===== src/design/clsh_pkg.sv =====
`default_nettype none

package clsh_pkg;

    localparam logic [10:0] LSS_RX_ID      = 11'h7E5;
    localparam logic [10:0] NMT_ID         = 11'h000;
    localparam logic [3:0]  LSS_LEN        = 4'd8;
    localparam logic [3:0]  NMT_LEN        = 4'd2;
    localparam logic [7:0]  NMT_RESET_COMM = 8'd130;

    localparam logic [7:0] CS_SWITCH_GLOBAL = 8'h04;
    localparam logic [7:0] CS_SEL_VENDOR    = 8'h40;
    localparam logic [7:0] CS_SEL_PRODUCT   = 8'h41;
    localparam logic [7:0] CS_SEL_REVISION  = 8'h42;
    localparam logic [7:0] CS_SEL_SERIAL    = 8'h43;
    localparam logic [7:0] CS_SEL_CONFIRM   = 8'h44;
    localparam logic [7:0] CS_CFG_NODE_ID   = 8'h11;
    localparam logic [7:0] CS_CFG_TIMING    = 8'h13;
    localparam logic [7:0] CS_ACT_TIMING    = 8'h15;
    localparam logic [7:0] CS_STORE         = 8'h17;

    localparam logic [7:0] MODE_WAITING = 8'd0;
    localparam logic [7:0] MODE_CONFIG  = 8'd1;

    localparam logic [7:0] ERR_NONE = 8'd0;
    localparam logic [7:0] ERR_FAIL = 8'd1;

    localparam logic [1:0] ST_OK    = 2'd0;
    localparam logic [1:0] ST_ERROR = 2'd1;
    localparam logic [1:0] ST_RATE  = 2'd2;

    localparam int CFG_IDX_W = 3;
    localparam logic [CFG_IDX_W-1:0] REG_VENDOR   = 3'd0;
    localparam logic [CFG_IDX_W-1:0] REG_PRODUCT  = 3'd1;
    localparam logic [CFG_IDX_W-1:0] REG_REVISION = 3'd2;
    localparam logic [CFG_IDX_W-1:0] REG_SERIAL   = 3'd3;

    localparam int IN_W  = 80;
    localparam int OUT_W = 80;
    localparam int RATE_W = 20;

    localparam int QUEUE_DEPTH = 2;
    localparam int QUEUE_AW    = $clog2(QUEUE_DEPTH);

    typedef enum logic [3:0] {
        K_NONE       = 4'd0,
        K_GLOBAL     = 4'd1,
        K_SEL_VENDOR = 4'd2,
        K_SEL_PROD   = 4'd3,
        K_SEL_REV    = 4'd4,
        K_SEL_SERIAL = 4'd5,
        K_CFG_NODE   = 4'd6,
        K_CFG_TIMING = 4'd7,
        K_ACT_TIMING = 4'd8,
        K_STORE      = 4'd9,
        K_NMT        = 4'd10
    } t_kind;

    // Classified request, as queued between front and back
    typedef struct packed {
        t_kind             kind;
        logic              id_match;
        logic              node_ok;
        logic              rate_ok;
        logic [RATE_W-1:0] rate;
        logic [7:0]        arg1;
        logic [7:0]        arg2;
    } t_cmd;

    // Result item, tx_valid in the lowest bit
    typedef struct packed {
        logic [1:0]        status;
        logic [15:0]       switch_delay;
        logic              rate_switch;
        logic [RATE_W-1:0] active_rate;
        logic [7:0]        pending_node;
        logic [6:0]        active_node;
        logic              mode_notify;
        logic [7:0]        mode;
        logic [7:0]        tx_error;
        logic [7:0]        tx_command;
        logic              tx_valid;
    } t_result;

    // Bit timing table 0; zero marks an index without a rate
    function automatic logic [RATE_W-1:0] rate_lookup(input logic [7:0] idx);
        logic [RATE_W-1:0] r;
        case (idx)
            8'd0:    r = RATE_W'(1000000);
            8'd1:    r = RATE_W'(800000);
            8'd2:    r = RATE_W'(500000);
            8'd3:    r = RATE_W'(250000);
            8'd4:    r = RATE_W'(125000);
            8'd6:    r = RATE_W'(50000);
            8'd7:    r = RATE_W'(20000);
            8'd8:    r = RATE_W'(10000);
            default: r = '0;
        endcase
        return r;
    endfunction

endpackage

`default_nettype wire


===== src/design/clsh_front.sv =====
`default_nettype none

module clsh_front (
    input  wire logic                            i_clk,
    input  wire logic                            i_rst_n,
    input  wire logic                            i_cfg_valid,
    input  wire logic [clsh_pkg::CFG_IDX_W-1:0]  i_cfg_index,
    input  wire logic [31:0]                     i_cfg_data,
    input  wire logic [10:0]                     i_frame_id,
    input  wire logic [3:0]                      i_frame_len,
    input  wire logic [63:0]                     i_bytes,
    output clsh_pkg::t_cmd                       o_cmd
);

    logic [31:0] r_vendor;
    logic [31:0] r_product;
    logic [31:0] r_revision;
    logic [31:0] r_serial;

    always_ff @(posedge i_clk) begin
        if (!i_rst_n) begin
            r_vendor   <= '0;
            r_product  <= '0;
            r_revision <= '0;
            r_serial   <= '0;
        end else if (i_cfg_valid) begin
            case (i_cfg_index)
                clsh_pkg::REG_VENDOR:   r_vendor   <= i_cfg_data;
                clsh_pkg::REG_PRODUCT:  r_product  <= i_cfg_data;
                clsh_pkg::REG_REVISION: r_revision <= i_cfg_data;
                clsh_pkg::REG_SERIAL:   r_serial   <= i_cfg_data;
                default: ;
            endcase
        end
    end

    logic [7:0]  b0, b1, b2;
    logic [31:0] word;
    logic [31:0] want;
    logic [clsh_pkg::RATE_W-1:0] rate;

    assign b0   = i_bytes[7:0];
    assign b1   = i_bytes[15:8];
    assign b2   = i_bytes[23:16];
    // identity word is little-endian over bytes 1..4
    assign word = i_bytes[39:8];
    assign rate = clsh_pkg::rate_lookup(b2);

    always_comb begin
        o_cmd      = '0;
        o_cmd.kind = clsh_pkg::K_NONE;
        want       = r_vendor;
        if (i_frame_id == clsh_pkg::LSS_RX_ID && i_frame_len == clsh_pkg::LSS_LEN) begin
            case (b0)
                clsh_pkg::CS_SWITCH_GLOBAL: o_cmd.kind = clsh_pkg::K_GLOBAL;
                clsh_pkg::CS_SEL_VENDOR:    o_cmd.kind = clsh_pkg::K_SEL_VENDOR;
                clsh_pkg::CS_SEL_PRODUCT: begin
                    o_cmd.kind = clsh_pkg::K_SEL_PROD;
                    want       = r_product;
                end
                clsh_pkg::CS_SEL_REVISION: begin
                    o_cmd.kind = clsh_pkg::K_SEL_REV;
                    want       = r_revision;
                end
                clsh_pkg::CS_SEL_SERIAL: begin
                    o_cmd.kind = clsh_pkg::K_SEL_SERIAL;
                    want       = r_serial;
                end
                clsh_pkg::CS_CFG_NODE_ID:   o_cmd.kind = clsh_pkg::K_CFG_NODE;
                clsh_pkg::CS_CFG_TIMING:    o_cmd.kind = clsh_pkg::K_CFG_TIMING;
                clsh_pkg::CS_ACT_TIMING:    o_cmd.kind = clsh_pkg::K_ACT_TIMING;
                clsh_pkg::CS_STORE:         o_cmd.kind = clsh_pkg::K_STORE;
                default:                    o_cmd.kind = clsh_pkg::K_NONE;
            endcase
        end else if (i_frame_id == clsh_pkg::NMT_ID && i_frame_len == clsh_pkg::NMT_LEN
                     && b0 == clsh_pkg::NMT_RESET_COMM) begin
            o_cmd.kind = clsh_pkg::K_NMT;
        end
        o_cmd.id_match = (want == word);
        o_cmd.node_ok  = b1 inside {[8'd1:8'd127], 8'hFF};
        o_cmd.rate_ok  = (b1 == 8'd0) && (rate != '0);
        o_cmd.rate     = rate;
        o_cmd.arg1     = b1;
        o_cmd.arg2     = b2;
    end

endmodule

`default_nettype wire


===== src/design/clsh_queue.sv =====
`default_nettype none

module clsh_queue (
    input  wire logic      i_clk,
    input  wire logic      i_rst_n,
    input  wire logic      i_wr_valid,
    output logic           o_wr_ready,
    input  clsh_pkg::t_cmd i_wr_data,
    output logic           o_rd_valid,
    input  wire logic      i_rd_ready,
    output clsh_pkg::t_cmd o_rd_data
);

    localparam int CNT_W = clsh_pkg::QUEUE_AW + 1;
    localparam logic [clsh_pkg::QUEUE_AW-1:0] LAST = clsh_pkg::QUEUE_AW'(clsh_pkg::QUEUE_DEPTH - 1);

    clsh_pkg::t_cmd r_mem [clsh_pkg::QUEUE_DEPTH];
    logic [clsh_pkg::QUEUE_AW-1:0] r_wr_ptr;
    logic [clsh_pkg::QUEUE_AW-1:0] r_rd_ptr;
    logic [CNT_W-1:0]              r_count;
    logic push, pop;

    assign o_wr_ready = (r_count != CNT_W'(clsh_pkg::QUEUE_DEPTH));
    assign o_rd_valid = (r_count != '0);
    assign o_rd_data  = r_mem[r_rd_ptr];
    assign push       = i_wr_valid && o_wr_ready;
    assign pop        = o_rd_valid && i_rd_ready;

    always_ff @(posedge i_clk) begin
        if (push) begin
            r_mem[r_wr_ptr] <= i_wr_data;
        end
    end

    always_ff @(posedge i_clk) begin
        if (!i_rst_n) begin
            r_wr_ptr <= '0;
            r_rd_ptr <= '0;
            r_count  <= '0;
        end else begin
            if (push) begin
                r_wr_ptr <= (r_wr_ptr == LAST) ? '0 : r_wr_ptr + 1'b1;
            end
            if (pop) begin
                r_rd_ptr <= (r_rd_ptr == LAST) ? '0 : r_rd_ptr + 1'b1;
            end
            case ({push, pop})
                2'b10:   r_count <= r_count + 1'b1;
                2'b01:   r_count <= r_count - 1'b1;
                default: r_count <= r_count;
            endcase
        end
    end

endmodule

`default_nettype wire


===== src/design/clsh_back.sv =====
`default_nettype none

module clsh_back (
    input  wire logic         i_clk,
    input  wire logic         i_rst_n,
    input  wire logic         i_cmd_valid,
    output logic              o_cmd_ready,
    input  clsh_pkg::t_cmd    i_cmd,
    output logic              o_valid,
    input  wire logic         i_ready,
    output clsh_pkg::t_result o_result
);

    localparam logic [2:0] STAGE_NONE     = 3'd0;
    localparam logic [2:0] STAGE_VENDOR   = 3'd1;
    localparam logic [2:0] STAGE_PRODUCT  = 3'd2;
    localparam logic [2:0] STAGE_REVISION = 3'd3;
    localparam logic [2:0] STAGE_SERIAL   = 3'd4;

    logic [7:0]                  r_mode, n_mode;
    logic [2:0]                  r_stage, n_stage;
    logic [7:0]                  r_pending_id, n_pending_id;
    logic [6:0]                  r_active_id, n_active_id;
    logic [clsh_pkg::RATE_W-1:0] r_pending_rate, n_pending_rate;
    logic                        r_rate_err, n_rate_err;
    logic [clsh_pkg::RATE_W-1:0] r_active_rate, n_active_rate;
    logic                        r_out_valid;
    clsh_pkg::t_result           r_out, n_out;
    logic                        cfg_mode;
    logic                        pop;

    assign cfg_mode    = (r_mode == clsh_pkg::MODE_CONFIG);
    assign o_cmd_ready = !r_out_valid || i_ready;
    assign pop         = i_cmd_valid && o_cmd_ready;
    assign o_valid     = r_out_valid;
    assign o_result    = r_out;

    always_comb begin
        n_mode         = r_mode;
        n_stage        = r_stage;
        n_pending_id   = r_pending_id;
        n_active_id    = r_active_id;
        n_pending_rate = r_pending_rate;
        n_rate_err     = r_rate_err;
        n_active_rate  = r_active_rate;
        n_out          = '0;
        n_out.status   = clsh_pkg::ST_ERROR;

        case (i_cmd.kind)
            clsh_pkg::K_GLOBAL: begin
                n_mode            = i_cmd.arg1;
                n_out.mode_notify = 1'b1;
                n_out.status      = clsh_pkg::ST_OK;
            end
            clsh_pkg::K_SEL_VENDOR: begin
                // vendor restarts the match from any stage
                if (i_cmd.id_match) begin
                    n_stage = STAGE_VENDOR;
                end else begin
                    n_stage = STAGE_NONE;
                    n_mode  = clsh_pkg::MODE_WAITING;
                end
            end
            clsh_pkg::K_SEL_PROD: begin
                if (r_stage == STAGE_VENDOR && i_cmd.id_match) begin
                    n_stage = STAGE_PRODUCT;
                end else begin
                    n_stage = STAGE_NONE;
                    n_mode  = clsh_pkg::MODE_WAITING;
                end
            end
            clsh_pkg::K_SEL_REV: begin
                if (r_stage == STAGE_PRODUCT && i_cmd.id_match) begin
                    n_stage = STAGE_REVISION;
                end else begin
                    n_stage = STAGE_NONE;
                    n_mode  = clsh_pkg::MODE_WAITING;
                end
            end
            clsh_pkg::K_SEL_SERIAL: begin
                if (r_stage == STAGE_REVISION && i_cmd.id_match) begin
                    n_stage = STAGE_SERIAL;
                    n_mode  = (r_mode == clsh_pkg::MODE_WAITING) ? clsh_pkg::MODE_CONFIG
                                                                 : clsh_pkg::MODE_WAITING;
                    n_out.tx_valid    = 1'b1;
                    n_out.tx_command  = clsh_pkg::CS_SEL_CONFIRM;
                    n_out.mode_notify = 1'b1;
                    n_out.status      = clsh_pkg::ST_OK;
                end else begin
                    n_stage = STAGE_NONE;
                    n_mode  = clsh_pkg::MODE_WAITING;
                end
            end
            clsh_pkg::K_CFG_NODE: begin
                if (cfg_mode) begin
                    if (i_cmd.node_ok) begin
                        n_pending_id = i_cmd.arg1;
                    end else begin
                        n_out.tx_error = clsh_pkg::ERR_FAIL;
                    end
                    n_out.tx_valid   = 1'b1;
                    n_out.tx_command = clsh_pkg::CS_CFG_NODE_ID;
                    n_out.status     = clsh_pkg::ST_OK;
                end
            end
            clsh_pkg::K_CFG_TIMING: begin
                if (cfg_mode) begin
                    if (i_cmd.rate_ok) begin
                        n_pending_rate = i_cmd.rate;
                        n_out.status   = clsh_pkg::ST_OK;
                    end else begin
                        n_out.tx_error = clsh_pkg::ERR_FAIL;
                        n_out.status   = clsh_pkg::ST_RATE;
                    end
                    n_rate_err       = !i_cmd.rate_ok;
                    n_out.tx_valid   = 1'b1;
                    n_out.tx_command = clsh_pkg::CS_CFG_TIMING;
                end
            end
            clsh_pkg::K_ACT_TIMING: begin
                if (cfg_mode) begin
                    n_out.switch_delay = {i_cmd.arg2, i_cmd.arg1};
                    if (!r_rate_err) begin
                        n_active_rate     = r_pending_rate;
                        n_out.rate_switch = 1'b1;
                    end
                end
            end
            clsh_pkg::K_STORE: begin
                if (cfg_mode) begin
                    n_out.tx_valid   = 1'b1;
                    n_out.tx_command = clsh_pkg::CS_STORE;
                end
            end
            clsh_pkg::K_NMT: begin
                if ((i_cmd.arg1 == {1'b0, r_active_id} || i_cmd.arg1 == 8'd0)
                    && r_pending_id inside {[8'd1:8'd127]}) begin
                    n_active_id = r_pending_id[6:0];
                end
            end
            default: ;
        endcase

        n_out.mode         = n_mode;
        n_out.active_node  = n_active_id;
        n_out.pending_node = n_pending_id;
        n_out.active_rate  = n_active_rate;
    end

    always_ff @(posedge i_clk) begin
        if (!i_rst_n) begin
            r_mode         <= clsh_pkg::MODE_WAITING;
            r_stage        <= STAGE_NONE;
            r_pending_id   <= '0;
            r_active_id    <= '0;
            r_pending_rate <= '0;
            r_rate_err     <= 1'b1;
            r_active_rate  <= '0;
            r_out_valid    <= 1'b0;
        end else if (pop) begin
            r_mode         <= n_mode;
            r_stage        <= n_stage;
            r_pending_id   <= n_pending_id;
            r_active_id    <= n_active_id;
            r_pending_rate <= n_pending_rate;
            r_rate_err     <= n_rate_err;
            r_active_rate  <= n_active_rate;
            r_out_valid    <= 1'b1;
        end else if (i_ready) begin
            r_out_valid <= 1'b0;
        end
    end

    always_ff @(posedge i_clk) begin
        if (pop) begin
            r_out <= n_out;
        end
    end

endmodule

`default_nettype wire


===== src/design/canopen_lss_slave_frame_handler_unit.sv =====
// Channel    Handshake                       Payload
// s_axis     i_s_axis_tvalid/o_s_axis_tready received CAN frame (tdata)
// m_axis     o_m_axis_tvalid/i_m_axis_tready handler result (tdata)
// cfg        i_cfg_valid/o_cfg_ready         identity register index and data
//
// One frame per cycle sustained while the output is not stalled: the front
// classifies into a two-entry queue, the back updates state into the output
// register. Input ready depends on queue fill only, so a stalled output
// register backs up the queue before the input stalls. Reset is synchronous and
// needs no clearing pass; configuration writes are always taken.
`default_nettype none

module canopen_lss_slave_frame_handler_unit (
    input  wire logic                           i_clk,
    input  wire logic                           i_rst_n,
    input  wire logic                           i_s_axis_tvalid,
    output logic                                o_s_axis_tready,
    // frame_id, frame_len, byte_0 .. byte_7, one zero pad bit
    input  wire logic [clsh_pkg::IN_W-1:0]      i_s_axis_tdata,
    output logic                                o_m_axis_tvalid,
    input  wire logic                           i_m_axis_tready,
    // tx_valid, tx_command, tx_error, mode, mode_notify, active_node,
    // pending_node, active_rate, rate_switch, switch_delay, status
    output logic [clsh_pkg::OUT_W-1:0]          o_m_axis_tdata,
    input  wire logic                           i_cfg_valid,
    output logic                                o_cfg_ready,
    input  wire logic [clsh_pkg::CFG_IDX_W-1:0] i_cfg_index,
    input  wire logic [31:0]                    i_cfg_data
);

    clsh_pkg::t_cmd    front_cmd;
    clsh_pkg::t_cmd    queue_cmd;
    clsh_pkg::t_result result;
    logic              queue_valid;
    logic              back_ready;

    assign o_cfg_ready    = 1'b1;
    assign o_m_axis_tdata = result;

    clsh_front u_front (
        .i_clk       (i_clk),
        .i_rst_n     (i_rst_n),
        .i_cfg_valid (i_cfg_valid),
        .i_cfg_index (i_cfg_index),
        .i_cfg_data  (i_cfg_data),
        .i_frame_id  (i_s_axis_tdata[10:0]),
        .i_frame_len (i_s_axis_tdata[14:11]),
        .i_bytes     (i_s_axis_tdata[78:15]),
        .o_cmd       (front_cmd)
    );

    clsh_queue u_queue (
        .i_clk      (i_clk),
        .i_rst_n    (i_rst_n),
        .i_wr_valid (i_s_axis_tvalid),
        .o_wr_ready (o_s_axis_tready),
        .i_wr_data  (front_cmd),
        .o_rd_valid (queue_valid),
        .i_rd_ready (back_ready),
        .o_rd_data  (queue_cmd)
    );

    clsh_back u_back (
        .i_clk       (i_clk),
        .i_rst_n     (i_rst_n),
        .i_cmd_valid (queue_valid),
        .o_cmd_ready (back_ready),
        .i_cmd       (queue_cmd),
        .o_valid     (o_m_axis_tvalid),
        .i_ready     (i_m_axis_tready),
        .o_result    (result)
    );

endmodule

`default_nettype wire


===== config.mk =====
export PLATFORM = sky130hd
export DESIGN_NAME = canopen_lss_slave_frame_handler_unit
export DESIGN_NICKNAME = d
export VERILOG_FILES = /design/src/design/clsh_pkg.sv /design/src/design/clsh_front.sv /design/src/design/clsh_queue.sv /design/src/design/clsh_back.sv /design/src/design/canopen_lss_slave_frame_handler_unit.sv
export SDC_FILE = /design/constraint.sdc
export NUM_CORES = 1
export LEC_CHECK = 0
export BUFFER_PORTS_ARGS = -buffer_cell sky130_fd_sc_hd__clkbuf_2
export CAP_MARGIN = 20
export CORE_ASPECT_RATIO = 0.6
export CORE_MARGIN = 1
export CORE_UTILIZATION = 40
export CTS_CLUSTER_SIZE = 16
export DETAILED_ROUTE_END_ITERATION = 8
export GPL_ROUTABILITY_DRIVEN = 1
export HOLD_SLACK_MARGIN = 0.15
export REMOVE_ABC_BUFFERS = 1
export SETUP_SLACK_MARGIN = 0.5
export SYNTH_ARGS = -nofsm -noshare
export SYNTH_HDL_FRONTEND = slang
export SYNTH_SLANG_ARGS = --single-unit

===== constraint.sdc =====
create_clock -name i_clk -period 7.4 [get_ports i_clk]
set_clock_uncertainty 0.2 [all_clocks]
set_input_delay 0.74 -clock i_clk [delete_from_list [all_inputs] [get_ports i_clk]]
set_output_delay 0.74 -clock i_clk [all_outputs]
set_load 0.02 [all_outputs]

Yosys cells after proc, flatten, opt, wreduce, memory -nomap -nowiden
Memory sizes are Yosys's and may differ from the RTL's. A register that Yosys moved wholly into a read port is not among the register bits.
Cells that the tools add are included.
{"block": "classes", "div": 0, "mux": 50, "reduce_logical": 36, "multipliers": 0, "shifts": 0, "eq_ne": 36, "magnitude_cmp": 4, "addsub": 4, "n_bitwise": 0}
{"cell": "one-hot mux 32 bit (3 select lines)", "count": 1}
{"cell": "2-to-1 mux 20 bit", "count": 4}
{"cell": "2-to-1 mux 8 bit", "count": 8}
{"cell": "one-hot mux 8 bit (5 select lines)", "count": 1}
{"cell": "one-hot mux 4 bit (9 select lines)", "count": 1}
{"cell": "one-hot mux 9 bit (4 select lines)", "count": 1}
{"cell": "== test 32 bit", "count": 1}
{"cell": "== test 8 x 5 -> 1 bit, second input constant", "count": 4}
{"cell": "== test 8 x 7 -> 1 bit, second input constant", "count": 4}
{"cell": "2-to-1 mux 32 bit", "count": 1}
{"cell": "zero test 8 bit", "count": 3}
{"cell": "nonzero test 20 bit", "count": 1}
{"cell": "2-to-1 mux 17 bit", "count": 1}
{"cell": "== test 4 x 3 -> 1 bit, second input constant", "count": 4}
{"cell": "== test 4 bit, second input constant", "count": 4}
{"cell": "== test 8 bit, second input constant", "count": 2}
{"cell": ">= comparator 8 x 1 -> 1 bit, second input constant", "count": 2}
{"cell": "<= comparator 8 x 7 -> 1 bit, second input constant", "count": 2}
{"cell": "2-to-1 mux 1 bit", "count": 16}
{"cell": "one-hot mux 8 bit (2 select lines)", "count": 1}
{"cell": "2-to-1 mux 7 bit", "count": 2}
{"cell": "== test 3 x 2 -> 1 bit, second input constant", "count": 4}
{"cell": "== test 4 x 2 -> 1 bit, second input constant", "count": 3}
{"cell": "logical AND 1 bit", "count": 12}
{"cell": "31 further kinds", "count": 47}
{"block": "totals", "memories": 2, "in_bits": 120, "ram_bits": 86, "ff_bits": 280, "out_inout_bits": 83, "latch_bits": 0, "romBits": 272}
{"name": "(no name shown)", "depth": 16, "width": 17, "read_ports": 1, "rd_clocked_by_memory_dff": 0, "write_ports": 0, "line": "clsh_pkg.sv:88", "rtl": "case (idx)"}
{"name": "u_queue.r_mem", "depth": 2, "width": 43, "read_ports": 1, "rd_clocked_by_memory_dff": 1, "write_ports": 1, "line": "clsh_queue.sv:17", "rtl": "clsh_pkg::t_cmd r_mem [clsh_pkg::QUEUE_DEPTH];"}

Logic depth before layout (Yosys ltp)
Gate-level depths: netlist of run 1.
{"block": "depth", "word_depth": 5, "ltp_mapped": 11, "depth_no_buf": 8}

Modules after synthesis
Synthesis of run 1 repeated with hierarchy kept, for this count alone.
{"block": "unflattened", "hier_cells": 1537, "hier_area_um2": 16156.7}
{"mod": "clsh_front", "cells_per_inst": 864, "instances": 1, "seq_area_each_um2": 2562.5, "area_each_um2": 6944.2}
{"mod": "clsh_back", "cells_per_inst": 513, "instances": 1, "seq_area_each_um2": 3433.3, "area_each_um2": 5874.4}
{"mod": "clsh_queue", "cells_per_inst": 158, "instances": 1, "seq_area_each_um2": 2682.6, "area_each_um2": 3326.9}
{"mod": "canopen_lss_slave_frame_handler_unit", "cells_per_inst": 2, "instances": 1, "seq_area_each_um2": 0.0, "area_each_um2": 11.3}

Worst setup path after synthesis of run 1
Ideal clock, no wire load.
{"block": "synth_timing", "path_type": "input to register", "startpoint": "input port i_m_axis_tready", "endpoint": "register u_queue.r_count[1]", "path_slack_ns": 3.865, "arrival_ns": 3.259, "cell_stages": 8, "cell_sequence": "nor2b_1 or2_2 clkbuf_1 clkinv_1 buf_2 ha_1 or3_1 a21boi_0"}
{"block": "synth_via", "elab_chain_len": 4}
{"item": "start, declared", "line": "canopen_lss_slave_frame_handler_unit.sv:21", "rtl": "input wire logic i_m_axis_tready,"}
{"item": "logical OR 1 bit (*)", "line": "clsh_back.sv:33", "rtl": "assign o_cmd_ready = !r_out_valid || i_ready;"}
{"item": "logical AND 1 bit (*)"}
{"item": "net u_back.pop", "line": "clsh_back.sv:30", "rtl": "logic pop;"}
{"item": "== test 2 x 1 -> 1 bit / == test 2 bit (equally long branches)", "line": "clsh_queue.sv:47", "rtl": "case ({push, pop})"}
{"item": "one-hot mux 2 bit (2 select lines) / nonzero test 2 bit (equally long branches)"}
{"item": "end signal, assigned", "line": "clsh_queue.sv:48", "rtl": "2'b10: r_count <= r_count + 1'b1;"}
{"item": "end signal, assigned", "line": "clsh_queue.sv:49", "rtl": "2'b01: r_count <= r_count - 1'b1;"}
{"item": "end signal, assigned", "line": "clsh_queue.sv:50", "rtl": "default: r_count <= r_count;"}
{"item": "end, declared", "line": "clsh_queue.sv:20", "rtl": "logic [CNT_W-1:0] r_count;"}
The timed path passes the listed nets; every way through them passes the cells marked *.
A chain may end at the register's enable or synchronous reset.

==> results of run 1 <==
## metrics by stage
| stage | worst slack, ns | power, uW | utilization |
|---|---|---|---|
| 2_1_floorplan | 2.767 | 3089 | - |
| 3_3_place_gp | 2.250 | 3471 | 0.4408 |
| 3_5_place_dp | 2.248 | 3481 | 0.4408 |
| 4_1_cts | 2.244 | 5317 | 0.4716 |
| 5_1_grt | 2.904 | 5488 | 0.4729 |
| 6_report | 3.191 | 5258 | 0.4730 |
## tightest hold or removal path, stage by stage, from the launching register on
cell and delay (ns):
sky130_fd_sc_hd__dfxtp_1 0.31, sky130_fd_sc_hd__nand2_1 0.04, sky130_fd_sc_hd__a21boi_0 0.06
## report_power, final
part	internal [uW]	leakage, uW	total [uW]	switching [uW]
registers	2320	0.00304	2420	108
logic	311	0.00293	1010	698
clock network	1080	0.000570	1830	750
## sequential cells by signal, summed over array words and instances, names as in the netlist, 2 cells and up, named ones only
register and cells:
u_back.r_stage 3, u_back.r_active_rate 20, u_front.r_vendor 32, u_back.r_active_id 7
u_back.r_pending_id 8, u_front.r_serial 32, u_front.r_product 32, u_back.o_result 69
u_queue.r_mem 80, u_front.r_revision 32, u_queue.r_count 2, u_back.r_pending_rate 17
u_back.r_mode 8
## worst max-delay path by stage
| stage | startpoint | endpoint | slack (ns) | depth (start not counted) |
|---|---|---|---|---|
| floorplan | i_m_axis_tready | u_queue.r_count[1] | 2.77 | 6 |
| global placement | register | u_back.r_active_rate[2] | 2.25 | 7 |
| detailed placement | register | u_back.r_active_rate[1] | 2.25 | 7 |
| CTS | register | u_back.r_active_rate[1] | 2.24 | 7 |
| global route | register | u_back.r_active_rate[0] | 2.90 | 7 |
| finish | register | u_back.r_active_rate[1] | 3.19 | 7 |
## final cells by class
| cell class | instances | area, um^2 | area share |
|---|---|---|---|
| Sequential cell | 347 | 8439 | 0.4672 |
| Multi-Input combinational cell | 1081 | 6680 | 0.3698 |
| Clock buffer | 49 | 979.7 | 0.05424 |
| Timing Repair Buffer | 181 | 973.4 | 0.05389 |
| Tap cell | 513 | 641.9 | 0.03553 |
| Clock inverter | 14 | 197.7 | 0.01094 |
| Inverter | 38 | 143.9 | 0.007966 |
| Antenna cell | 3 | 7.507 | 0.0004156 |
## cells by family (layout without fill, tap and decap cells)
kind of cell,count (synthesis),after routing,synth area share
and+or+nand+nor,623,623,0.1841
DFF,347,347,0.5376
AOI/OAI and AO/OA,280,280,0.1293
buffers and inverters,144,282,0.04057
muxes,114,114,0.07676
xor gates and xnor gates,46,46,0.02567
adders and majority gates,7,7,0.005580
other,2,14,0.0004785
## per-layer routing
| layer | vias to the layer above | routed length (um) |
|---|---|---|
| met3 | 75 | 2178 |
| met4 | 4 | 1189 |
| met1 | 5549 | 19750 |
| li1 | 5680 | - |
| met2 | 286 | 17670 |
| met5 | - | 26 |
## synthesized netlist by cell type, drive strengths merged, types with 6 or more instances
library cell,n,share of area
a21boi,155,0.074
a21oi,15,0.0050
a22o,11,0.0061
a31oi,7,0.0028
and2,10,0.0040
and3,8,0.0032
buf,40,0.016
clkbuf,66,0.016
dfxtp,198,0.25
edfxtp,149,0.29
ha,7,0.0056
inv,37,0.0088
mux2,33,0.024
mux2i,81,0.053
nand2,360,0.086
nand2b,9,0.0036
nand3,8,0.0026
nand4,14,0.0056
nor2,52,0.013
nor2b,15,0.0060
nor3,64,0.022
nor4,17,0.0085
o211a,18,0.011
o21a,6,0.0029
o21ai,42,0.014
or3,37,0.015
xnor2,45,0.025
==> summary by stage, run 1 <==
Min path
In this run the most critical hold path is launched from u_front.r_product[10]. The worst hold path was traced through 2 stages. The tightest min-delay check is of the reg -> reg type. The path with the worst hold slack has its endpoint at u_front.r_product[10].

Global route
In the global route stage, overall resource usage came out at 0.2046. The global routing stage identified its most utilized layer as met2. The wire length of the first global-routing pass is 64.00 mm. For this run, global-route usage on met2 was measured as 0.3094. Global routing finished with a remaining overflow of 0. The number of antenna violations at the first check in global routing is 6. The maximum number of pins on one net before global-route repair is 131. The via count of the first global-routing pass was 11250. The global-route track usage on met1 is 0.2929. For met3 alone, demand over resource in global routing was 0.03796.

STA
Setup repair after global routing left no endpoint under its margin. Headroom to the max-slew limit came out at 0.3197. Setup violations remaining at the end of the flow were counted as 0. The max-slew violation count came to 0. For the final routed database, the setup TNS stands at 0 ns.

The achievable clock frequency is 0.2376 GHz. Dividing the final minimum period by the clock period gives 0.5687. The number of hold violations in the final report came to 0. The slew at the pin closest to its max-slew limit is 1.020 ns. The final hold slack is 0.2594 ns. The clock period could shrink to 4.209 ns.

Yosys
The Yosys step of the flow raised 0 warnings. The portion of the post-synthesis area used by sequential elements is 0.5376. Among all flip-flop cells after synthesis, the most frequent one is sky130_fd_sc_hd__dfxtp_1.

The flop and latch count out of synthesis is 347. Counting every instance in the synthesized netlist gives 1563. The synthesized area per cell is 10.04 um^2. The count of different cell masters after synthesis is 70. The number of enable-type register cells in the synthesized netlist is 149. After synthesis, the share of flip-flops with an asynchronous set or reset is 0. The synthesized netlist occupies a cell area of 15700 um^2.

Placement
Detailed placement finished with a half-perimeter wire length of 26.59 mm. The number of instances in the placed design is 2158. The weighted congestion at the end of routability-driven global placement is 0.8694. The instance area at placement is 16840 um^2. Input and output buffers added on the ports amount to 166.

Critical path
The cell at the slowest stage of the critical path is sky130_fd_sc_hd__or3_1. The kind of critical path is reg -> reg. The endpoint of the worst-slack reg-to-reg timing path is u_back.r_active_rate[1].

The category of cells accounting for the largest share of critical-path delay is simple AND/OR/NAND/NOR gates. At the worst endpoint, the required time is 7.62 ns. The worst register-to-register path has a depth of 7.

The signal on the critical path passes through buf_4, mux2i_1, o21ai_1, or3_1, nor2_2, nand2_1, and3_1. The maximum single-stage delay on the critical path is 0.78 ns. The maximum fanout along the worst path is 36.

STA classifies the critical path endpoint as a register. The slack of the worst reg-to-reg path is 3.19 ns. The critical path launch point type is a register.

STA puts the critical path data arrival time at 4.43 ns. The number of buffers and inverters on the critical path is 1.

CTS
The CTS root buffer is sky130_fd_sc_hd__clkbuf_16. The buffer levels on the longest clock path is 3. TritonCTS built the clock tree.

Gates resized during post-CTS repair numbered 0. The number of buffers inserted for hold repair after clock tree synthesis is 0. The clock-pin transition on the worst setup and hold timing paths is 0.06 ns. Buffers inserted during clock tree synthesis total 35. Once the clock tree was built, the setup fixing pass inserted 0 buffers.

The H-tree was split into 2 levels. The clock sink count is 347. The clock reaches the later pin of the worst-skew pair after 0.53 ns.

Status
The flow ran to the end, and the final reports show no timing, DRC or antenna violations.

Floorplanning
The die is 257.7 um wide. The starting density of the core is 0.4110. The initialized floorplan defines 55 standard-cell rows. The die area is 40060 um^2. The die is 155.4 um tall. The area of the core region is 38190 um^2. The top-level I/O count is 203.

Layout
In the final layout, the share of cells above drive strength 1 is 0.1731. The most frequent standard cell in the layout excluding fill and tap cells is sky130_fd_sc_hd__nand2_1. The final non-filler cell area is 18060 um^2. Relative to the synthesized area, the layout overhead comes to 15.08%. The final layout net count is 1811. The filler cell count is 3596. After the flow finishes, the layout carries non-filler instances totaling 2226. In the layout the commonest cells are sky130_fd_sc_hd__nand2_1, sky130_fd_sc_hd__dfxtp_1, sky130_fd_sc_hd__clkbuf_2.

Detailed routing
The first detailed-routing pass took 4 iterations. For this block, the initial DRC count from the detailed router was 776. For this run, design rule violations remaining after detail routing come to 0. The post-detailed-route wirelength per cell is 18.34 um. The routed design has 40.82 mm of wire. The routed via count divided by cell count is 5.208. The routed layout has 11590 vias. The post-route antenna net violation count is 0.

Power and ir drop
The peak supply drop is 0.1228 mV. In this run the static leakage power is 0.006542 uW. The total power density per cell area is 291.1 nW/um^2.

Job
Max-cap violations in this run came to 0.
No activity file was read; power rests on OpenSTA's default activity.
==> run 2, diff against run 1 <==
Clock period 7.4 ns to 3.55 ns, I/O delays scaled along.
==> summary by stage, run 2 (synthesis gave the netlist of run 1 again) <==
Critical path
The arrival time at the worst endpoint came to 3.14 ns (was 4.43 ns). The maximum fanout along the worst path is 22 (was 36). The type of destination of the critical path is a register (unchanged). The critical path required time came to 3.77 ns (was 7.62 ns).

The slack of the worst reg-to-reg path is 0.63 ns (was 3.19 ns). The endpoint of the worst-slack reg-to-reg timing path is u_back.r_active_rate[1] (unchanged). The kind of critical path is reg -> reg (unchanged). The critical path launch point type is a register (unchanged).

The cell count of the worst reg-to-reg path was 7 (unchanged).

Floorplanning
The chip height is 155.4 um (unchanged). The width of the chip was 257.7 um (unchanged). The die area was 40060 um^2 (unchanged). The area of the core region is 38190 um^2 (unchanged). The top-level I/O count is 203 (unchanged). The starting density of the core is 0.4110 (unchanged). The row count was 55 (unchanged).

Global route
The global-route usage over all layers is 0.2079 (was 0.2046). The total global routing overflow is 0 (unchanged). The wire length of the first global-routing pass came to 64.86 mm (was 64.00 mm).

The via count of the first global-routing pass is 11520 (was 11250). The maximum number of pins on one net before global-route repair came to 125 (was 131). The number of antenna violations at the first check in global routing came to 2 (was 6).

Detailed routing
The post-detailed-route DRC marker count is 0 (unchanged). The total number of vias was 12000 (was 11590). The DRC marker count from the first detailed-route iteration was 759 (was 776).

The sum of routed wire length over all layers is 42.11 mm (was 40.82 mm). The post-detailed-route wirelength per cell was 18.25 um (was 18.34 um). The iteration count of the initial detailed-routing pass is 5 (was 4).

The routed via count divided by cell count is 5.203 (was 5.208). The post-route antenna net violation count came to 0 (unchanged).

Layout
The most frequent standard cell in the layout excluding fill and tap cells is sky130_fd_sc_hd__nand2_1 (unchanged). The final non-filler cell area is 18880 um^2 (was 18060 um^2). The area growth from synthesis to layout came to 20.27% (was 15.08%). Highest-count cells in the layout ignoring fill and taps: sky130_fd_sc_hd__nand2_1, sky130_fd_sc_hd__dfxtp_1, sky130_fd_sc_hd__clkbuf_2 (unchanged).

The number of flip-flops under the largest register name came to 80 (unchanged). The footprint of the flip-flops and latches is 8442 um^2 (was 8439 um^2). The share of the core filled with cells is 0.4943 (was 0.4730). The filler cell count came to 3525 (was 3596).

The multi-input combinational cell area is 6680 um^2 (unchanged). The proportion of layout cells with a drive suffix above 1 came to 0.1786 (was 0.1731). The final layout net count is 1892 (was 1811).

The largest register by flop count is u_queue.r_mem (unchanged).

Min path
The classification of the worst-slack hold path is in -> reg (was reg -> reg). The worst hold path cell count is 2 (unchanged). The endpoint of the worst hold path was u_queue.r_mem[1][35] (was u_front.r_product[10]).

The launch instance of the worst min-delay path is i_s_axis_tdata[32] (was u_front.r_product[10]).

Power and ir drop
The peak supply drop came to 0.3726 mV (was 0.1228 mV). The cell leakage power is 0.006931 uW (was 0.006542 uW). The post-layout total power was 11150 uW (was 5258 uW). The total power density per cell area came to 590.5 nW/um^2 (was 291.1 nW/um^2).

Status
Result of the run: completed (unchanged).

Placement
The instance area at placement was 17070 um^2 (was 16840 um^2). The number of input and output port buffers inserted is 166 (unchanged). The half-perimeter wire length of the detailed placement result is 27.59 mm (was 26.59 mm). The weighted congestion at the end of routability-driven global placement is 0.9007 (was 0.8694).

STA
The final clock period utilization by the worst path is 0.8223 (was 0.5687). The final critical-path required period is 2.919 ns (was 4.209 ns). The final hold slack is 0.1760 ns (was 0.2594 ns). The achievable clock frequency is 0.3425 GHz (was 0.2376 GHz).

RSZ-0062 raised after global routing: yes (was no). The headroom to the max-slew limit is 0.3111 (was 0.3197). The number of hold violations in the final report is 0 (unchanged). The max-slew violation count came to 0 (unchanged).

The slew at the pin closest to its max-slew limit came to 1.033 ns (was 1.020 ns). The final count of negative-setup-slack endpoints was 0 (unchanged).

CTS
The clock latency of the later-clocked register in the worst-skew pair is 0.53 ns (about the same). The CTS root buffer is sky130_fd_sc_hd__clkbuf_16 (unchanged). The buffer levels on the longest clock path is 3 (unchanged). The total clock buffers created by CTS is 35 (unchanged). The total number of H-tree levels came to 2 (unchanged). The clock-pin transition on the worst setup and hold timing paths is 0.06 ns (about the same). The clock tree from TritonCTS was yes (unchanged). The clock sink count is 347 (unchanged).

Job
The total of max-cap violations was 0 (unchanged).
run 2: cell count changes in the layout (fill, tap and decap cells not counted), moves of 2 or more:
cell and delta:
sky130_fd_sc_hd__clkinvlp_4 -2, sky130_fd_sc_hd__buf_12 +5, sky130_fd_sc_hd__buf_4 +20, sky130_fd_sc_hd__clkinvlp_2 +3, sky130_fd_sc_hd__and2_1 +2, sky130_fd_sc_hd__and2_2 -2, sky130_fd_sc_hd__inv_4 -2, sky130_fd_sc_hd__dlygate4sd3_1 +57
run 2: how the worst max path moves through the flow:
stage | slack [ns] | start | to | depth (start not counted)
floorplan | -1.06 | register | u_back.r_active_rate[0] | 6
global placement | 0.32 | register | u_back.r_active_rate[2] | 7
detailed placement | 0.27 | register | u_back.r_active_rate[0] | 7
CTS | 0.51 | u_back.r_mode[1] | u_back.r_pending_id[2] | 8
global route | 0.49 | register | u_back.r_pending_rate[8] | 8
finish | 0.63 | register | u_back.r_active_rate[1] | 7
run 2: where the power goes:
| part | internal [uW] | total (uW) | switching [uW] |
|---|---|---|---|
| sequential | 4820 | 5060 | 240 |
| clock | 2300 | 3880 | 1580 |
| combinational | 730 | 2200 | 1470 |
| total | 7850 | 11100 | 3300 |
run 2: timing repair:
item / in CTS / in global routing
endpoints found under the setup margin: 31 / 29
resized for setup: 2 / 2
pin swaps: 0 / 2
endpoints found under the hold margin: 171 / 0
hold buffers: 57 / 0
buffers inserted: 0 / 2
run 2: layout make-up:
class | instances | area share
well taps | 513 | 0.03400
inverters | 38 | 0.007622
diodes | 2 | 0.0002651
flip-flops and latches | 347 | 0.4472
repair buffers | 262 | 0.09339
clock buffers | 50 | 0.05375
multi-input cells | 1081 | 0.3539
clock inverters | 14 | 0.009942
run 2: per-stage QoR:
stage	std cells	setup WS (ns)	setup TNS (ns)
after floorplan	1466	-1.065	-57.58
after global placement	2182	0.3173	0
after detailed placement	2182	0.2659	0
after CTS	2303	0.5148	0
after global routing	2307	0.4944	0
final	2307	0.6307	0
run 2: critical path, stage by stage, from the launching register on:
cell                      delay (ns)
sky130_fd_sc_hd__dfxtp_4        0.56
sky130_fd_sc_hd__mux2i_1        0.41
sky130_fd_sc_hd__o21ai_1        0.30
sky130_fd_sc_hd__or3_1          0.45
sky130_fd_sc_hd__nor2_2         0.15
sky130_fd_sc_hd__buf_12         0.18
sky130_fd_sc_hd__nand2_2        0.27
sky130_fd_sc_hd__and3_1         0.29
run 2: layer usage:
layer,wire [um],GRT usage,share of wire,vias to the layer above
met5,0,0,0,-
met1,20590,0.3025,0.49,5772
met4,871,0.06002,0.021,0
met2,18390,0.3169,0.44,318
li1,-,-,-,5851
met3,2265,0.03421,0.054,62
==> run 3, diff against run 2 <==
Clock period 3.55 ns to 2.8 ns, I/O delays scaled along.
==> summary by stage, run 3 (synthesis gave the netlist of run 1 again) <==
CTS
The clock latency of the later-clocked register in the worst-skew pair is 0.53 ns (about the same). The buffer levels on the longest clock path is 3 (unchanged). The clock sink count is 347 (unchanged). The total clock buffers created by CTS is 35 (unchanged). The clock tree from TritonCTS is yes (unchanged). The clock-pin transition on the worst setup and hold timing paths was 0.06 ns (about the same). The CTS root buffer is sky130_fd_sc_hd__clkbuf_16 (unchanged).

The total number of H-tree levels is 2 (unchanged).

Power and ir drop
The logic gate share of total power is 0.223 (was 0.198). The peak supply drop was 0.3670 mV (was 0.3726 mV). The net switching fraction of the power is 0.2998 (was 0.2958). The total power density per cell area is 705.9 nW/um^2 (was 590.5 nW/um^2). The clock network power share is 0.327 (was 0.348). The cell leakage power is 0.007551 uW (was 0.006931 uW).

The net switching power of the design was 4261 uW (was 3297 uW). The internal power summed over all cells is 9949 uW (was 7851 uW). The sequential share of power is 0.451 (was 0.454).

STA
The max-slew violation count came to 0 (unchanged). The final hold slack is 0.1713 ns (was 0.1760 ns). The headroom to the max-slew limit is 0.5431 (was 0.3111).

The final critical-path required period is 2.627 ns (was 2.919 ns). The post-route setup TNS was 0 ns (unchanged). The number of hold violations in the final report is 0 (unchanged).

RSZ-0062 raised after global routing: yes (unchanged). The final clock period utilization by the worst path is 0.9382 (was 0.8223). The slew at the pin closest to its max-slew limit came to 0.6854 ns (was 1.033 ns). The final count of negative-setup-slack endpoints is 0 (unchanged). The achievable clock frequency came to 0.3807 GHz (was 0.3425 GHz).

Critical path
The maximum single-stage delay on the critical path came to 0.46 ns (was 0.56 ns). The critical path required time is 2.87 ns (was 3.77 ns). In this run the worst setup path begins at u_back.r_mode[5]. The type of destination of the critical path was a register (unchanged). The maximum fanout along the worst path came to 3 (was 22). In this design, the critical path's most frequently occurring cell is sky130_fd_sc_hd__buf_4. The worst path buffer plus inverter count is 2 (was 1).

The category of cells accounting for the largest share of critical-path delay is simple AND/OR/NAND/NOR gates (unchanged). The cell at the slowest stage of the critical path is sky130_fd_sc_hd__or3_4 (was sky130_fd_sc_hd__dfxtp_4). The slack of the worst reg-to-reg path is 0.17 ns (was 0.63 ns). The kind of critical path is reg -> reg (unchanged). The arrival time at the worst endpoint came to 2.70 ns (was 3.14 ns). Cell-by-cell listing of the critical path: nor4_4, buf_4, nand4b_1, or3_4, nor3_4, buf_4, mux2_4 (was mux2i_1, o21ai_1, or3_1, nor2_2, buf_12, nand2_2, and3_1). The worst flop-to-flop path startpoint is u_back.r_mode[5].

The critical path launch point type is a register (unchanged).

Min path
The launch instance of the worst min-delay path is i_cfg_valid (was i_s_axis_tdata[32]). The classification of the worst-slack hold path is in -> reg (unchanged).

Detailed routing
The iteration count of the initial detailed-routing pass is 5 (unchanged). The post-route antenna net violation count is 0 (unchanged). The DRC marker count from the first detailed-route iteration is 1137 (was 759). The sum of routed wire length over all layers is 43.25 mm (was 42.11 mm). The routed via count divided by cell count is 5.198 (was 5.203). The post-detailed-route DRC marker count is 0 (unchanged). The total number of vias is 12480 (was 12000). The post-detailed-route wirelength per cell is 18.02 um (was 18.25 um).

Layout
The largest register by flop count is u_queue.r_mem (unchanged). The number of flip-flops under the largest register name came to 80 (unchanged). The proportion of layout cells with a drive suffix above 1 was 0.2473 (was 0.1786). The area growth from synthesis to layout is 28.24% (was 20.27%).

The non-filler instance count after layout came to 2400 (was 2307). The most frequent standard cell in the layout excluding fill and tap cells is sky130_fd_sc_hd__nand2_1 (unchanged). Highest-count cells in the layout ignoring fill and taps: sky130_fd_sc_hd__nand2_1, sky130_fd_sc_hd__dfxtp_1, sky130_fd_sc_hd__clkbuf_2 (unchanged). The share of the core filled with cells is 0.5270 (was 0.4943). The final layout net count is 1984 (was 1892).

Floorplanning
The die area is 40060 um^2 (unchanged). The starting density of the core was 0.4110 (unchanged). The width of the chip is 257.7 um (unchanged). The chip height was 155.4 um (unchanged). The row count came to 55 (unchanged). The top-level I/O count is 203 (unchanged). The area of the core region is 38190 um^2 (unchanged).

Global route
The wire length of the first global-routing pass was 66.44 mm (was 64.86 mm). The via count of the first global-routing pass came to 12010 (was 11520). The global-route usage over all layers is 0.2114 (was 0.2079).

The total global routing overflow came to 0 (unchanged). The maximum number of pins on one net before global-route repair is 65 (was 125). The number of antenna violations at the first check in global routing is 3 (was 2).

Status
Result of the run: completed (unchanged).

Placement
The weighted congestion at the end of routability-driven global placement was 0.8842 (was 0.9007). The half-perimeter wire length of the detailed placement result is 29.08 mm (was 27.59 mm). The number of instances in the placed design came to 2256 (was 2182). The number of input and output port buffers inserted is 166 (unchanged).

Job
The total of max-cap violations is 0 (unchanged).
-- run 3: repair_timing --
action,4_1_cts,5_1_grt
hold endpoints to repair,211,0
gates cloned,1,3
hold buffers,60,0
resized for setup,40,76
pin swaps,10,10
setup endpoints to repair,115,114
buffers inserted,7,6
-- run 3: area by class of cell --
type / instances / area (um^2)
repair buffers: 354 / 2664
clock inverters: 13 / 127.6
inverters: 38 / 143.9
fillers: 3458 / 18060
multi-input cells: 1081 / 7083
flip-flops and latches: 347 / 8444
well taps: 513 / 641.9
diodes: 3 / 7.507
clock buffers: 51 / 1017
-- run 3: layer usage --
layer | part of all wire | vias to the layer above | track usage
met5 | 0 | - | 0
met4 | 0.023 | 0 | 0.06255
met3 | 0.053 | 61 | 0.02900
met2 | 0.44 | 367 | 0.3216
met1 | 0.49 | 6018 | 0.3115
li1 | - | 6030 | -
-- run 3: through the flow --
stage	power (uW)	setup slack [ns]	area, um^2
6_report	14210	0.1730	20130
5_1_grt	14830	0.06193	20130
4_1_cts	14240	0.1981	19670
3_5_place_dp	9414	-0.2243	17690
3_3_place_gp	9379	-0.1852	17690
2_1_floorplan	8164	-1.815	15240
-- run 3: power groups by stage --
stage	Sequential, uW	Combinational, uW	Clock (uW)
6_report	6400	3170	4640
5_1_grt	6470	3410	4940
4_1_cts	6410	3080	4760
3_5_place_dp	6510	2910	0
3_3_place_gp	6490	2890	0
2_1_floorplan	7100	1060	0
-- run 3: final timing paths --
path	endpoint	cells after the start
min reg2reg	u_front.r_product[30]	2
max	u_back.o_result[40]	7
min	u_front.r_vendor[9]	6
max reg2reg	u_back.o_result[40]	7
-- run 3: worst min-delay path: stages --
cell and delay, ns:
sky130_fd_sc_hd__clkbuf_2 0.08, sky130_fd_sc_hd__nand2b_1 0.14, sky130_fd_sc_hd__nor3_2 0.06, sky130_fd_sc_hd__buf_4 0.16, sky130_fd_sc_hd__nand2_1 0.06, sky130_fd_sc_hd__a21boi_0 0.06
